<file path="src/hw/rtl/tgcw_pkg.sv">
// types, step codes and 5x8 font table for the text glyph column writer
`timescale 1ns / 1ps

package tgcw_pkg;

    localparam int GLYPH_WIDTH = 5;
    localparam int GLYPH_COUNT = 95;
    localparam int FONT_ROW_W  = GLYPH_WIDTH * 8;

    localparam logic       OP_PRINT      = 1'b0;
    localparam logic       OP_SET_CURSOR = 1'b1;

    localparam logic [7:0] CMD_COL_ADDR  = 8'h21;
    localparam logic [7:0] CMD_PAGE_ADDR = 8'h22;
    localparam logic [7:0] CH_NEWLINE    = 8'h0A;
    localparam logic [7:0] CH_FIRST      = 8'h20;
    localparam logic [7:0] CH_LAST       = 8'h7E;
    localparam logic [7:0] BLANK_COLUMN  = 8'h00;

    localparam int         STEP_W        = 4;

    localparam logic [STEP_W-1:0] STEP_COL_CMD  = 4'd0;
    localparam logic [STEP_W-1:0] STEP_COL_LO   = 4'd1;
    localparam logic [STEP_W-1:0] STEP_COL_HI   = 4'd2;
    localparam logic [STEP_W-1:0] STEP_PAGE_CMD = 4'd3;
    localparam logic [STEP_W-1:0] STEP_PAGE_LO  = 4'd4;
    localparam logic [STEP_W-1:0] STEP_PAGE_HI  = 4'd5;
    localparam logic [STEP_W-1:0] STEP_GLYPH0   = 4'd6;
    localparam logic [STEP_W-1:0] STEP_GLYPH1   = 4'd7;
    localparam logic [STEP_W-1:0] STEP_GLYPH2   = 4'd8;
    localparam logic [STEP_W-1:0] STEP_GLYPH3   = 4'd9;
    localparam logic [STEP_W-1:0] STEP_GLYPH4   = 4'd10;
    localparam logic [STEP_W-1:0] STEP_BLANK    = 4'd11;

    typedef logic [FONT_ROW_W-1:0] font_row_t;
    typedef logic [6:0]            glyph_idx_t;

    typedef struct packed {
        logic       operation;
        logic [7:0] char_code;
        logic [7:0] line;
        logic [7:0] column;
    } tgcw_cmd_t;

    typedef struct packed {
        logic [7:0] out_byte;
        logic       is_command;
        logic       last;
    } tgcw_byte_t;

    // leftmost column in the top byte
    localparam font_row_t FONT_ROM [GLYPH_COUNT] = '{
        40'h0000000000, 40'h00002F0000, 40'h0007000700, 40'h147F147F14,
        40'h242A7F2A12, 40'h2313086462, 40'h3649552250, 40'h0005030000,
        40'h001C224100, 40'h0041221C00, 40'h14083E0814, 40'h08083E0808,
        40'h0000A06000, 40'h0808080808, 40'h0060600000, 40'h2010080402,
        40'h3E5149453E, 40'h00427F4000, 40'h4261514946, 40'h2141454B31,
        40'h1814127F10, 40'h2745454539, 40'h3C4A494930, 40'h0171090503,
        40'h3649494936, 40'h064949291E, 40'h0036360000, 40'h0056360000,
        40'h0814224100, 40'h1414141414, 40'h0041221408, 40'h0201510906,
        40'h324959513E, 40'h7C1211127C, 40'h7F49494936, 40'h3E41414122,
        40'h7F4141221C, 40'h7F49494941, 40'h7F09090901, 40'h3E4149497A,
        40'h7F0808087F, 40'h00417F4100, 40'h2040413F01, 40'h7F08142241,
        40'h7F40404040, 40'h7F020C027F, 40'h7F0408107F, 40'h3E4141413E,
        40'h7F09090906, 40'h3E4151215E, 40'h7F09192946, 40'h4649494931,
        40'h01017F0101, 40'h3F4040403F, 40'h1F2040201F, 40'h3F4038403F,
        40'h6314081463, 40'h0708700807, 40'h6151494543, 40'h007F414100,
        40'h55AA55AA55, 40'h0041417F00, 40'h0402010204, 40'h4040404040,
        40'h0003050000, 40'h2054545478, 40'h7F48444438, 40'h3844444420,
        40'h384444487F, 40'h3854545418, 40'h087E090102, 40'h18A4A4A47C,
        40'h7F08040478, 40'h00447D4000, 40'h4080847D00, 40'h7F10284400,
        40'h00417F4000, 40'h7C04180478, 40'h7C08040478, 40'h3844444438,
        40'hFC24242418, 40'h18242418FC, 40'h7C08040408, 40'h4854545420,
        40'h043F444020, 40'h3C4040207C, 40'h1C2040201C, 40'h3C4030403C,
        40'h4428102844, 40'h1CA0A0A07C, 40'h4464544C44, 40'h00107C8200,
        40'h0000FF0000, 40'h00827C1000, 40'h0006090906
    };

endpackage

</file>
<file path="src/hw/rtl/tgcw_stream_if.sv">
// valid/ready channel carrying one payload item per handshake
`timescale 1ns / 1ps

interface tgcw_stream_if #(
    parameter type T = logic
);
    logic valid;
    logic ready;
    T     data;

    modport source (output valid, output data, input ready);
    modport sink   (input valid, input data, output ready);
endinterface

</file>
<file path="src/hw/rtl/text_glyph_column_writer.sv">
// text glyph column writer: characters in, display controller bytes out
//
// req carries one item per handshake: operation, char_code, line, column.
// operation print sends five font columns and one blank column (six bytes), after
// a six-byte window command on wrap; a newline sends only the window command;
// operation set cursor sends the six-byte window command, or nothing when
// line or column is out of range.
// rsp carries one byte per handshake with is_command and last, last marking
// the final byte of an item.
// an item is 0, 6 or 12 bytes, one byte per cycle through the single output
// register while rsp is not stalled; an item with no bytes ends at its handshake.
// a first byte passes the step register, then the output register; the font row is
// read from the table into a register at acceptance, used from the next cycle.
// the next item is taken in the cycle the last byte of the current one is
// loaded, so items follow with no gap.
// reset clears page and cursor to zero and empties the output register.
// a stalled rsp holds the shown byte and stops the sequencer; req is not
// taken until the current item's last byte has been loaded.
`timescale 1ns / 1ps

module text_glyph_column_writer
    import tgcw_pkg::*;
#(
    parameter int COLUMNS = 128,
    parameter int PAGES   = 8
) (
    input  logic          clk,
    input  logic          rst_n,
    tgcw_stream_if.sink   req,
    tgcw_stream_if.source rsp
);

    localparam int COL_W  = $clog2(COLUMNS);
    localparam int PAGE_W = $clog2(PAGES);

    logic [PAGE_W-1:0] page_reg, page_next;
    logic [COL_W-1:0]  cursor_reg, cursor_next;

    logic              busy_reg, busy_next;
    logic [STEP_W-1:0] step_reg, step_next;
    logic [STEP_W-1:0] end_step_reg;
    logic [PAGE_W-1:0] win_page_reg;
    logic [COL_W-1:0]  win_col_reg;
    font_row_t         font_row_reg;

    logic              out_valid_reg, out_valid_next;
    tgcw_byte_t        out_data_reg, out_data_next;

    tgcw_cmd_t         cmd;
    logic              out_free;
    logic              seq_last;
    logic              accept;
    logic              is_set;
    logic              set_ok;
    logic              is_nl;
    logic              edge_hit;
    logic              wrap;
    logic              glyph;
    logic              win;
    logic              has_work;
    logic [COL_W:0]    cur_ext;
    logic [COL_W:0]    adv;
    logic [COL_W-1:0]  adv_base;
    logic [PAGE_W-1:0] page_inc;
    logic [PAGE_W-1:0] job_page;
    logic [COL_W-1:0]  job_col;
    logic [7:0]        glyph_sub;
    glyph_idx_t        glyph_idx;
    logic [7:0]        step_byte;
    logic              step_cmd;

    assign cmd      = req.data;
    assign out_free = !out_valid_reg || rsp.ready;
    assign seq_last = busy_reg && (step_reg == end_step_reg);
    assign req.ready = !busy_reg || (seq_last && out_free);
    assign accept   = req.valid && req.ready;

    assign rsp.valid = out_valid_reg;
    assign rsp.data  = out_data_reg;

    // decode of the incoming item against current page and cursor
    always_comb
    begin
        is_set    = (cmd.operation == OP_SET_CURSOR);
        set_ok    = (cmd.line < 8'(PAGES)) && ({1'b0, cmd.column} < 9'(COLUMNS));
        is_nl     = (cmd.char_code == CH_NEWLINE);
        cur_ext   = {1'b0, cursor_reg} + (COL_W+1)'(GLYPH_WIDTH);
        edge_hit  = (cur_ext >= (COL_W+1)'(COLUMNS));
        wrap      = !is_set && (is_nl || edge_hit);
        glyph     = !is_set && !is_nl;
        win       = (is_set && set_ok) || wrap;
        has_work  = win || glyph;
        page_inc  = (page_reg == PAGE_W'(PAGES - 1)) ? '0 : page_reg + PAGE_W'(1);
        job_page  = is_set ? cmd.line[PAGE_W-1:0] : page_inc;
        job_col   = is_set ? cmd.column[COL_W-1:0] : '0;
        adv_base  = wrap ? '0 : cursor_reg;
        adv       = {1'b0, adv_base} + (COL_W+1)'(GLYPH_WIDTH + 1);
        glyph_sub = cmd.char_code - CH_FIRST;
        glyph_idx = ((cmd.char_code >= CH_FIRST) && (cmd.char_code <= CH_LAST))
                  ? glyph_sub[6:0] : '0;
    end

    // page and cursor update at acceptance
    always_comb
    begin
        page_next   = page_reg;
        cursor_next = cursor_reg;
        if (accept)
        begin
            if (win)
            begin
                page_next   = job_page;
                cursor_next = job_col;
            end
            if (glyph)
            begin
                cursor_next = (adv > (COL_W+1)'(COLUMNS - 1))
                            ? COL_W'(COLUMNS - 1) : adv[COL_W-1:0];
            end
        end
    end

    // byte sequencer
    always_comb
    begin
        busy_next = busy_reg;
        step_next = step_reg;
        priority if (accept)
        begin
            busy_next = has_work;
            step_next = win ? STEP_COL_CMD : STEP_GLYPH0;
        end
        else if (busy_reg && out_free)
        begin
            busy_next = !seq_last;
            step_next = step_reg + STEP_W'(1);
        end
        else
        begin
            busy_next = busy_reg;
            step_next = step_reg;
        end
    end

    always_comb
    begin
        step_cmd = 1'b1;
        unique case (step_reg)
            STEP_COL_CMD:  step_byte = CMD_COL_ADDR;
            STEP_COL_LO:   step_byte = 8'(win_col_reg);
            STEP_COL_HI:   step_byte = 8'(COLUMNS - 1);
            STEP_PAGE_CMD: step_byte = CMD_PAGE_ADDR;
            STEP_PAGE_LO:  step_byte = 8'(win_page_reg);
            STEP_PAGE_HI:  step_byte = 8'(PAGES - 1);
            STEP_GLYPH0:
            begin
                step_byte = font_row_reg[39:32];
                step_cmd  = 1'b0;
            end
            STEP_GLYPH1:
            begin
                step_byte = font_row_reg[31:24];
                step_cmd  = 1'b0;
            end
            STEP_GLYPH2:
            begin
                step_byte = font_row_reg[23:16];
                step_cmd  = 1'b0;
            end
            STEP_GLYPH3:
            begin
                step_byte = font_row_reg[15:8];
                step_cmd  = 1'b0;
            end
            STEP_GLYPH4:
            begin
                step_byte = font_row_reg[7:0];
                step_cmd  = 1'b0;
            end
            default:
            begin
                step_byte = BLANK_COLUMN;
                step_cmd  = 1'b0;
            end
        endcase
    end

    always_comb
    begin
        out_valid_next = out_valid_reg;
        out_data_next  = out_data_reg;
        if (out_free)
        begin
            out_valid_next           = busy_reg;
            out_data_next.out_byte   = step_byte;
            out_data_next.is_command = step_cmd;
            out_data_next.last       = seq_last;
        end
    end

    always_ff @(posedge clk or negedge rst_n)
    begin
        if (!rst_n)
        begin
            page_reg      <= '0;
            cursor_reg    <= '0;
            busy_reg      <= 1'b0;
            step_reg      <= STEP_COL_CMD;
            out_valid_reg <= 1'b0;
        end
        else
        begin
            page_reg      <= page_next;
            cursor_reg    <= cursor_next;
            busy_reg      <= busy_next;
            step_reg      <= step_next;
            out_valid_reg <= out_valid_next;
        end
    end

    // output byte register, job payload and synchronous font read
    always_ff @(posedge clk)
    begin
        out_data_reg <= out_data_next;
        if (accept)
        begin
            end_step_reg <= glyph ? STEP_BLANK : STEP_PAGE_HI;
            win_page_reg <= job_page;
            win_col_reg  <= job_col;
            font_row_reg <= FONT_ROM[glyph_idx];
        end
    end

endmodule

</file>
<file path="src/flat_wrapper.sv">
// flat-port wrapper written by rule: the top's interface ports become plain ports
module text_glyph_column_writer_flat import tgcw_pkg::*;
#(
    parameter int COLUMNS = 128,
    parameter int PAGES   = 8
)
  (clk, rst_n, req_valid, req_data, req_ready, rsp_valid, rsp_data, rsp_ready);
  tgcw_stream_if req_i ();
  tgcw_stream_if rsp_i ();
  input  logic clk;
  input  logic rst_n;
  input wire logic [$bits(req_i.valid)-1:0] req_valid;
  input wire logic [$bits(req_i.data)-1:0] req_data;
  output wire logic [$bits(req_i.ready)-1:0] req_ready;
  output wire logic [$bits(rsp_i.valid)-1:0] rsp_valid;
  output wire logic [$bits(rsp_i.data)-1:0] rsp_data;
  input wire logic [$bits(rsp_i.ready)-1:0] rsp_ready;
  assign req_i.valid = req_valid;
  assign req_i.data = req_data;
  assign req_ready = req_i.ready;
  assign rsp_valid = rsp_i.valid;
  assign rsp_data = rsp_i.data;
  assign rsp_i.ready = rsp_ready;
  text_glyph_column_writer #(.COLUMNS(COLUMNS), .PAGES(PAGES)) u_core (.clk(clk), .rst_n(rst_n), .req(req_i), .rsp(rsp_i));
endmodule
</file>
<file path="config.mk">
export PLATFORM = sky130hd
export DESIGN_NAME = text_glyph_column_writer_flat
export DESIGN_NICKNAME = d
export VERILOG_FILES = /design/src/hw/rtl/tgcw_pkg.sv /design/src/hw/rtl/tgcw_stream_if.sv /design/src/hw/rtl/text_glyph_column_writer.sv /design/src/flat_wrapper.sv
export SDC_FILE = /design/constraint.sdc
export NUM_CORES = 1
export LEC_CHECK = 0
export ABC_CLOCK_PERIOD_IN_PS = 1700
export BUFFER_PORTS_ARGS = -buffer_cell sky130_fd_sc_hd__buf_2
export CORE_MARGIN = 5
export CORE_UTILIZATION = 50
export CTS_BUF_LIST = sky130_fd_sc_hd__clkbuf_2
export CTS_CLUSTER_DIAMETER = 120
export DETAILED_ROUTE_END_ITERATION = 8
export GPL_TIMING_DRIVEN = 0
export PLACE_DENSITY = 0.7
export SLEW_MARGIN = 10
export SYNTH_ARGS = -nofsm -noshare
export SYNTH_HDL_FRONTEND = slang
export SYNTH_SLANG_ARGS = --single-unit
</file>
<file path="constraint.sdc">
create_clock -name clk -period 1.7 [get_ports clk]
set_clock_uncertainty 0.05 [all_clocks]
set_input_delay 0.34 -clock clk [delete_from_list [all_inputs] [get_ports clk]]
set_output_delay 0.34 -clock clk [all_outputs]
set_load 0.005 [all_outputs]
</file>
# After elaboration in Yosys (flattened, before gate mapping)
# Index checks and enable logic that the tools add are counted.
totals:
  out_inout_bits: 3
  reg_bits: 14
classes:
  mux: 7
  n_addsub: 3
  n_lt_le_gt_ge: 2
  n_eq_ne: 1
  n_reduce_logical: 10
op_table:
  columns: ["op", "n"]
  rows:
  - ["$add A7 B3 Y8 const B", 2]
  - ["$mux W7", 2]
  - ["$ge A8 B8 Y1 const B", 1]
  - ["$gt A8 B7 Y1 const B", 1]
  - ["$mux W4", 2]
  - ["$add A4 B1 Y4 const B", 1]
  - ["$eq A4 B4 Y1 const B", 1]
  - ["$logic_and A1 B1 Y1", 4]
  - ["$logic_not A1 Y1", 3]
  - ["$mux W3", 1]
  - ["$logic_or A1 B1 Y1", 2]
  - ["$mux W1", 2]
  - ["$reduce_bool A2 Y1", 1]

# Logic depth before layout (Yosys ltp)
# Gate-level depths: netlist of the first run.
logic_depth:
  depth_word: 6
  depth_mapped: 6

# Worst setup path after synthesis of the first run
# No wires, ideal clock.
synth_path:
  path_kind: "reg2reg"
  start: "register u_core.step_reg[0]"
  end: "register u_core.cursor_reg[2]"
  arrival_time_ps: 1349
  setup_ps: 131
  path_stages_with_launch: 7
  n_path_buf: 1
  period_less_slack_ps: 1530
  setup_slack_ps: 170
  path_cell_list: "dfrtp_1 -> ha_1 -> and3b_4 -> a31o_1 -> buf_6 -> a21oi_1 -> a31oi_4"
synth_between:
  elab_chain_len: 5
synth_lines:
  columns: ["item", "line_no", "rtl"]
  rows:
  - ["from (decl)", "text_glyph_column_writer.sv:40", "logic [STEP_W-1:0] step_reg, step_next;"]
  - ["from (signal assigned)", "text_glyph_column_writer.sv:216", "step_reg <= step_next;"]
  - ["$eq A4 B4 Y1", "text_glyph_column_writer.sv:74", "assign seq_last = busy_reg && (step_reg == end_step_reg);"]
  - ["$logic_and A1 B1 Y1", "text_glyph_column_writer.sv:74", null]
  - ["$logic_and A1 B1 Y1", "text_glyph_column_writer.sv:75", "assign req.ready = !busy_reg || (seq_last && out_free);"]
  - ["$logic_or A1 B1 Y1", "text_glyph_column_writer.sv:75", null]
  - ["$logic_and A1 B1 Y1", "text_glyph_column_writer.sv:76", "assign accept = req.valid && req.ready;"]
  - ["to (signal assigned)", "text_glyph_column_writer.sv:214", "cursor_reg <= cursor_next;"]
  - ["to (decl)", "text_glyph_column_writer.sv:37", "logic [COL_W-1:0] cursor_reg, cursor_next;"]
# Every way passes these cells.
# A chain may end at the register's enable or synchronous reset.

# Final worst setup path of the first run
layout_path:
  start: "register u_core.step_reg[0]"
  end: "output port req_ready"
layout_between:
  elab_chain_len: 4
layout_lines:
  columns: ["item", "line_no", "rtl"]
  rows:
  - ["$eq A4 B4 Y1", "text_glyph_column_writer.sv:74", null]
  - ["$logic_and A1 B1 Y1", "text_glyph_column_writer.sv:74", null]
  - ["$logic_and A1 B1 Y1", "text_glyph_column_writer.sv:75", null]
  - ["$logic_or A1 B1 Y1", "text_glyph_column_writer.sv:75", null]
  - ["to (decl)", "flat_wrapper.sv:14", "output wire logic [$bits(req_i.ready)-1:0] req_ready;"]
# Every way passes these cells.

==> run summary, run 1 <==
RSZ-0062 raised after global routing: true
pin slew with the least headroom to its limit: 0.4036 ns
origin of the critical flop-to-flop path: u_core.step_reg[0]$_DFFE_PN0P_
total die area: 2367 um2
number of pins with negative max-slew slack in the final report: 0
Port Buffers: 6
global router's overall resource usage: 0.1245
combinational group share of total power: 0.407
Power Total: 1.226 mW
Pre-antenna DRT Iters: 4
area leader, netlist: dfrtp_1
total placed cells including tap cells: 95
violation count after the first detailed-routing iteration: 18
maximum fanout along the worst path: 4
clk sink count: 14
I/O pin cnt: 8
first-pass GRT wire length: 2373 um
achievable clock frequency: 582.0 MHz
Post-Syn Instances: 73
global placer's final weighted congestion: 0.7925
Internal: 762.9 uW
average size of a mapped cell: 10.23 um2
unique cell type count in the Yosys netlist: 34
WL final: 1400 um
ratio of routed vias to standard cells: 5.587
buffers from clock root to sink, at most: 2
Pwr Density: 1410 nW/um2
area of all placed cells without fillers: 869.6 um2
total via count after detailed routing: 581
Post-Place Setup Slack: 0.08870 ns
overall die height: 48.65 um
final total negative setup slack: -0.01819 ns
final core utilization: 0.5981
Static Leak: 0.3688 nW
min-delay worst type: input port to flop
area share of the largest cell type after synthesis: 0.4355
worst endpoint required time: 1.31 ns
DRC violation count after routing: 0
Area Growth Syn to Fin: 16.42%
leading post-synthesis cells by cell area: dfrtp_1 44%, a21oi_1 6.0%, edfxtp_1 4.0%, xor2_1 3.5%, buf_6 3.0%
Yosys Warn Count: 0
flip-flop count of the largest register after layout: 7
overall die width: 48.65 um
max-slew headroom at the worst pin: 0.7301
outcome: complete, but fails checks
Post-layout nets: 95
final-report hold violation count: 0
Crit Path Category: flop to output pin
fraction of layout instances using a drive strength above 1: 0.2955
Final period util: 1.011
detailed-placement wirelength estimate: 923.6 um
endpoint kind of the worst setup timing path: output pin
share of the yosys chip area belonging to registers: 0.4757
number of rows in the core area: 14
part of the total power dissipated in sequential elements: 0.453
starting utilization of the core area: 0.5138
worst skew pair latency: 0.28 ns
final hold slack: 0.2372 ns
number of nets with antenna violations after routing: 0
Finished Layout Cells: 104
hold_sp: req_valid
buffer cell driving the clock tree root: clkbuf_2
data arrival time of the critical path: 1.33 ns
pin count of the biggest net entering global routing: 14
count of inserted antenna diode cells: 0
violations in the final reports: setup timing
Switching Share: 0.3780
register bit count reported by yosys: 14
Clk pin slew, worst setup/hold paths: 0.15 ns
flop2flop setup slack: 0.09 ns
Synth Cell Area: 747.0 um2
# fillers: 126
average detailed-routed wire length per instance: 13.46 um
area of the core: 1454 um2
synthesized netlist net count: 79
CP Launch Point: u_core.step_reg[0]$_DFFE_PN0P_
Sw Pwr: 463.6 uW
CP Launch Type: flop
final setup violation count: 1
GR Overflow Total: 0
clock share of power: 0.140
vias in the first global route: 540
IR drop worst, VDD: 0.8448 mV
TritonCTS Buffers: 3
total number of H-tree levels: 1
initial antenna violation count: 0
setup slack of the critical path after layout: -0.01819 ns
Maximum Capacitance Violations: 0
clock period minus worst slack: 1.718 ns
CTS tree: yes
total placed instance area: 797.0 um2
==> routing by layer <==
layer,wire length (um),share of wire,GRT usage,vias up
met4,12,0.0086,0.05381,0
met2,635,0.45,0.1652,18
met3,57,0.041,0.02761,2
met5,0,0,0,-
li1,-,-,-,296
met1,694,0.50,0.1903,265
==> power by group through the flow <==
| stage | combinational, mW | clock [mW] | sequential (mW) |
|---|---|---|---|
| floorplan | 0.351 | 0 | 0.541 |
| global placement | 0.408 | 0 | 0.567 |
| detailed placement | 0.418 | 0 | 0.568 |
| CTS | 0.472 | 0.178 | 0.554 |
| global route | 0.561 | 0.194 | 0.578 |
| finish | 0.500 | 0.171 | 0.556 |
==> cell families after synthesis <==
group | count (synthesis) | share of synthesized area
and+or+nand+nor | 27 | 0.2111
adders and majority gates | 1 | 0.01675
AOI/OAI and AO/OA | 22 | 0.2010
buffers and inverters | 5 | 0.04690
xor gates and xnor gates | 3 | 0.03518
muxes | 1 | 0.01340
DFF | 14 | 0.4757
==> worst paths after layout <==
check | endpoint | cells past startpoint
setup reg to reg | u_core.cursor_reg[4]$_DFFE_PN0P_ | 5
hold / removal | u_core.busy_reg$_DFFE_PN0P_ | 2
max in group asynchronous | u_core.cursor_reg[4]$_DFFE_PN0P_ | 2
setup / recovery | req_ready | 5
hold reg to reg | u_core.step_reg[3]$_DFFE_PN0P_ | 2
min in group asynchronous | u_core.step_reg[0]$_DFFE_PN0P_ | 2
==> worst max-delay path: stages (launching register included) <==
cell and delay, ns:
dfrtp_1 0.41, ha_2 0.19, and3b_4 0.20, nand2_2 0.06
nand2_2 0.05, buf_2 0.13
==> synthesized netlist by cell type (all sizes together) <==
master and instances:
a31oi 4, a31o 1, a22oi 1, o22ai 2
nor4 1, inv 2, nor2b 1, ha 1
dfrtp 13, and2 2, nor2 4, and3b 1
o31ai 1, nor3 2, and3 1, nand4 1
xor2 3, nand2 6, o21ai 3, edfxtp 1
buf 3, nand4b 1, nand3b 1, nand3 3
a21oi 9, nand2b 3, o21a 1, mux2i 1
==> cell usage in the layout, fill, tap and decap left out, types with 2 or more instances in the layout <==
cell       n
a21oi_1    9
a31oi_1    2
buf_2      7
buf_4      4
buf_6      2
clkbuf_2   4
dfrtp_1   13
inv_1      2
nand2_1    4
nand2_2    2
nand2b_1   2
nand3_1    3
nor2_1     4
o21ai_0    2
o22ai_1    2
xor2_1     3
==> timing repair <==
| item | 4_1_cts | 5_1_grt |
|---|---|---|
| setup buffers | 3 | 1 |
| endpoints found under the hold margin | 13 | 0 |
| gates resized for setup | 1 | 3 |
| hold buffers | 1 | 0 |
| gates cloned | 0 | 0 |
| pin swaps | 1 | 1 |
| endpoints found under the setup margin | 1 | 2 |
==> final cells by class <==
class	count	area, um2	area share
timing repair buffer	11	70.07	0.08058
clock buffer	4	20.02	0.02302
tap	16	20.02	0.02302
buffer	3	27.53	0.03165
inverter	2	7.507	0.008633
multi-input combinational	54	369.1	0.4245
sequential	14	355.3	0.4086
(Power assumes the default switching activity.)
==> run 2: changes to the inputs <==
Settings changed: CELL_PAD_IN_SITES_DETAIL_PLACEMENT from default to 1, CELL_PAD_IN_SITES_GLOBAL_PLACEMENT from default to 2, CORE_MARGIN 5 to default, CORE_UTILIZATION 50 to 38, PLACE_DENSITY 0.7 to default, PLACE_DENSITY_LB_ADDON from default to 0.1.
==> run summary, run 2 (same netlist as run 1, synthesis figures left out) <==
cell family with most CP delay: flip-flops
clock period minus worst slack: 1.735 ns
Post-Place Setup Slack: 0.03411 ns
Maximum Capacitance Violations: 0
count of inserted antenna diode cells: 0
area of the core: 1783 um2
CTS tree: yes
flip-flop count of the largest register after layout: 7
buffer cell driving the clock tree root: clkbuf_2
CP Launch Type: flop
Final period util: 1.020
starting utilization of the core area: 0.4189
total die area: 2147 um2
pin slew with the least headroom to its limit: 0.4274 ns
overall die height: 46.34 um
worst r2r path cells: 7
Pre-antenna DRT Iters: 5
total placed instance area: 808.3 um2
I/O pin cnt: 8
TritonCTS Buffers: 3
number of rows in the core area: 15
outcome: complete, but fails checks
max-slew headroom at the worst pin: 0.7142
flop2flop setup slack: 0.03 ns
critical path cell sequence: ha_2 -> and3b_4 -> nand2_2 -> nand2_2 -> buf_2
detailed-placement wirelength estimate: 1124 um
first-pass GRT wire length: 2573 um
number of nets with antenna violations after routing: 0
buffers from clock root to sink, at most: 2
hold worst-path end: u_core.busy_reg$_DFFE_PN0P_
Post-layout nets: 95
top library cells by usage in the layout, fill and taps aside: 13 x dfrtp_1, 7 x buf_2, 7 x a21oi_1
total via count after detailed routing: 601
commonest non-fill, non-tap cell in the layout: dfrtp_1
# fillers: 205
slowest cell on the critical path: dfrtp_1
violations in the final reports: setup timing
Port Buffers: 6
violation count after the first detailed-routing iteration: 2
overall die width: 46.34 um
worst path bufs/invs: 1
library cell appearing most often on the critical path: nand2_2
setup slack of the critical path after layout: -0.03468 ns
vias in the first global route: 560
achievable clock frequency: 576.5 MHz
final-report hold violation count: 0
origin of the critical flop-to-flop path: u_core.step_reg[1]$_DFFE_PN0P_
IR drop worst, VDD: 0.6631 mV
RSZ-0062 raised after global routing: true
min-delay worst type: input port to flop
maximum fanout along the worst path: 3
endpoint kind of the worst setup timing path: output pin
Clk pin slew, worst setup/hold paths: 0.16 ns
Finished Layout Cells: 113
Static Leak: 0.3677 nW
global placer's final weighted congestion: 0.7602
pin count of the biggest net entering global routing: 14
data arrival time of the critical path: 1.34 ns
fraction of layout instances using a drive strength above 1: 0.3182
worst skew pair latency: 0.29 ns
initial antenna violation count: 0
global router's overall resource usage: 0.1742
maximum single-stage delay on the critical path: 0.42 ns
final setup violation count: 1
instance count along the most critical hold path: 2
GR Overflow Total: 0
average detailed-routed wire length per instance: 15.12 um
Area Growth Syn to Fin: 19.43%
ratio of routed vias to standard cells: 5.319
WL final: 1708 um
worst endpoint required time: 1.31 ns
Crit Path Category: flop to output pin
end of the worst register-to-register path: u_core.cursor_reg[2]$_DFFE_PN0P_
hold_sp: req_valid
clk sink count: 14
Pwr Density: 1424 nW/um2
total number of H-tree levels: 1
DRC violation count after routing: 0
number of pins with negative max-slew slack in the final report: 0
area of all placed cells without fillers: 892.1 um2
total placed cells including tap cells: 104
-- run 2: cell types whose count changed in the layout (fill, tap and decap cells not counted), sizes merged --
cell / previous run / this run
clkinv: 0 / 1
clkbuf: 4 / 3
-- run 2: cell type report --
| type | instances | area [um2] | share of cell area |
|---|---|---|---|
| flip-flops and latches | 14 | 355.3 | 0.3983 |
| well taps | 25 | 31.28 | 0.03506 |
| clock buffers | 3 | 15.01 | 0.01683 |
| multi-input cells | 54 | 381.6 | 0.4278 |
| plain buffers | 3 | 27.53 | 0.03086 |
| clock inverters | 1 | 3.754 | 0.004208 |
| repair buffers | 11 | 70.07 | 0.07854 |
| inverters | 2 | 7.507 | 0.008415 |
-- run 2: worst max path at each step --
stage	slack [ns]	start	depth (start not counted)	to
3_5_place_dp	0.03	u_core.step_reg[0]$_DFFE_PN0P_	5	u_core.cursor_reg[6]$_DFFE_PN0P_
4_1_cts	-0.06	u_core.step_reg[0]$_DFFE_PN0P_	5	req_ready
6_report	-0.03	u_core.step_reg[1]$_DFFE_PN0P_	5	req_ready
5_1_grt	-0.11	u_core.step_reg[1]$_DFFE_PN0P_	5	req_ready
3_3_place_gp	0.02	u_core.step_reg[0]$_DFFE_PN0P_	5	u_core.cursor_reg[6]$_DFFE_PN0P_
2_1_floorplan	0.17	u_core.step_reg[0]$_DFFE_PN0P_	6	u_core.cursor_reg[2]$_DFFE_PN0P_
-- run 2: repair_timing --
| item | 4_1_cts | 5_1_grt |
|---|---|---|
| gates cloned | 0 | 0 |
| endpoints found under the setup margin | 1 | 4 |
| gates resized for setup | 1 | 6 |
| setup buffers | 2 | 2 |
| pin swaps | 0 | 3 |
| hold endpoints to repair | 13 | 0 |
| hold buffers | 1 | 0 |
-- run 2: per-layer routing --
layer,vias up,global-route usage,share of wire
li1,293,-,-
met1,299,0.2367,0.50
met2,7,0.2667,0.47
met3,2,0.03529,0.018
met4,0,0.07059,0.0088
met5,-,0,0
-- run 2: metrics by stage --
step,power [mW],utilization,hold WS (ns),setup TNS [ns]
2_1_floorplan,0.8914,-,-0.005591,0
3_3_place_gp,0.9878,0.4533,0.1989,0
3_5_place_dp,1.010,0.4533,0.2003,0
4_1_cts,1.223,0.4793,0.2323,-0.05947
5_1_grt,1.368,0.5004,0.2247,-0.1233
6_report,1.270,0.5004,0.2348,-0.03468
-- run 2: where the power goes --
part           internal [mW]  switching (mW)  total [mW]
clock                 0.0511           0.122       0.173
combinational          0.262           0.274       0.536
sequential             0.449           0.113       0.562
total                  0.762           0.509        1.27
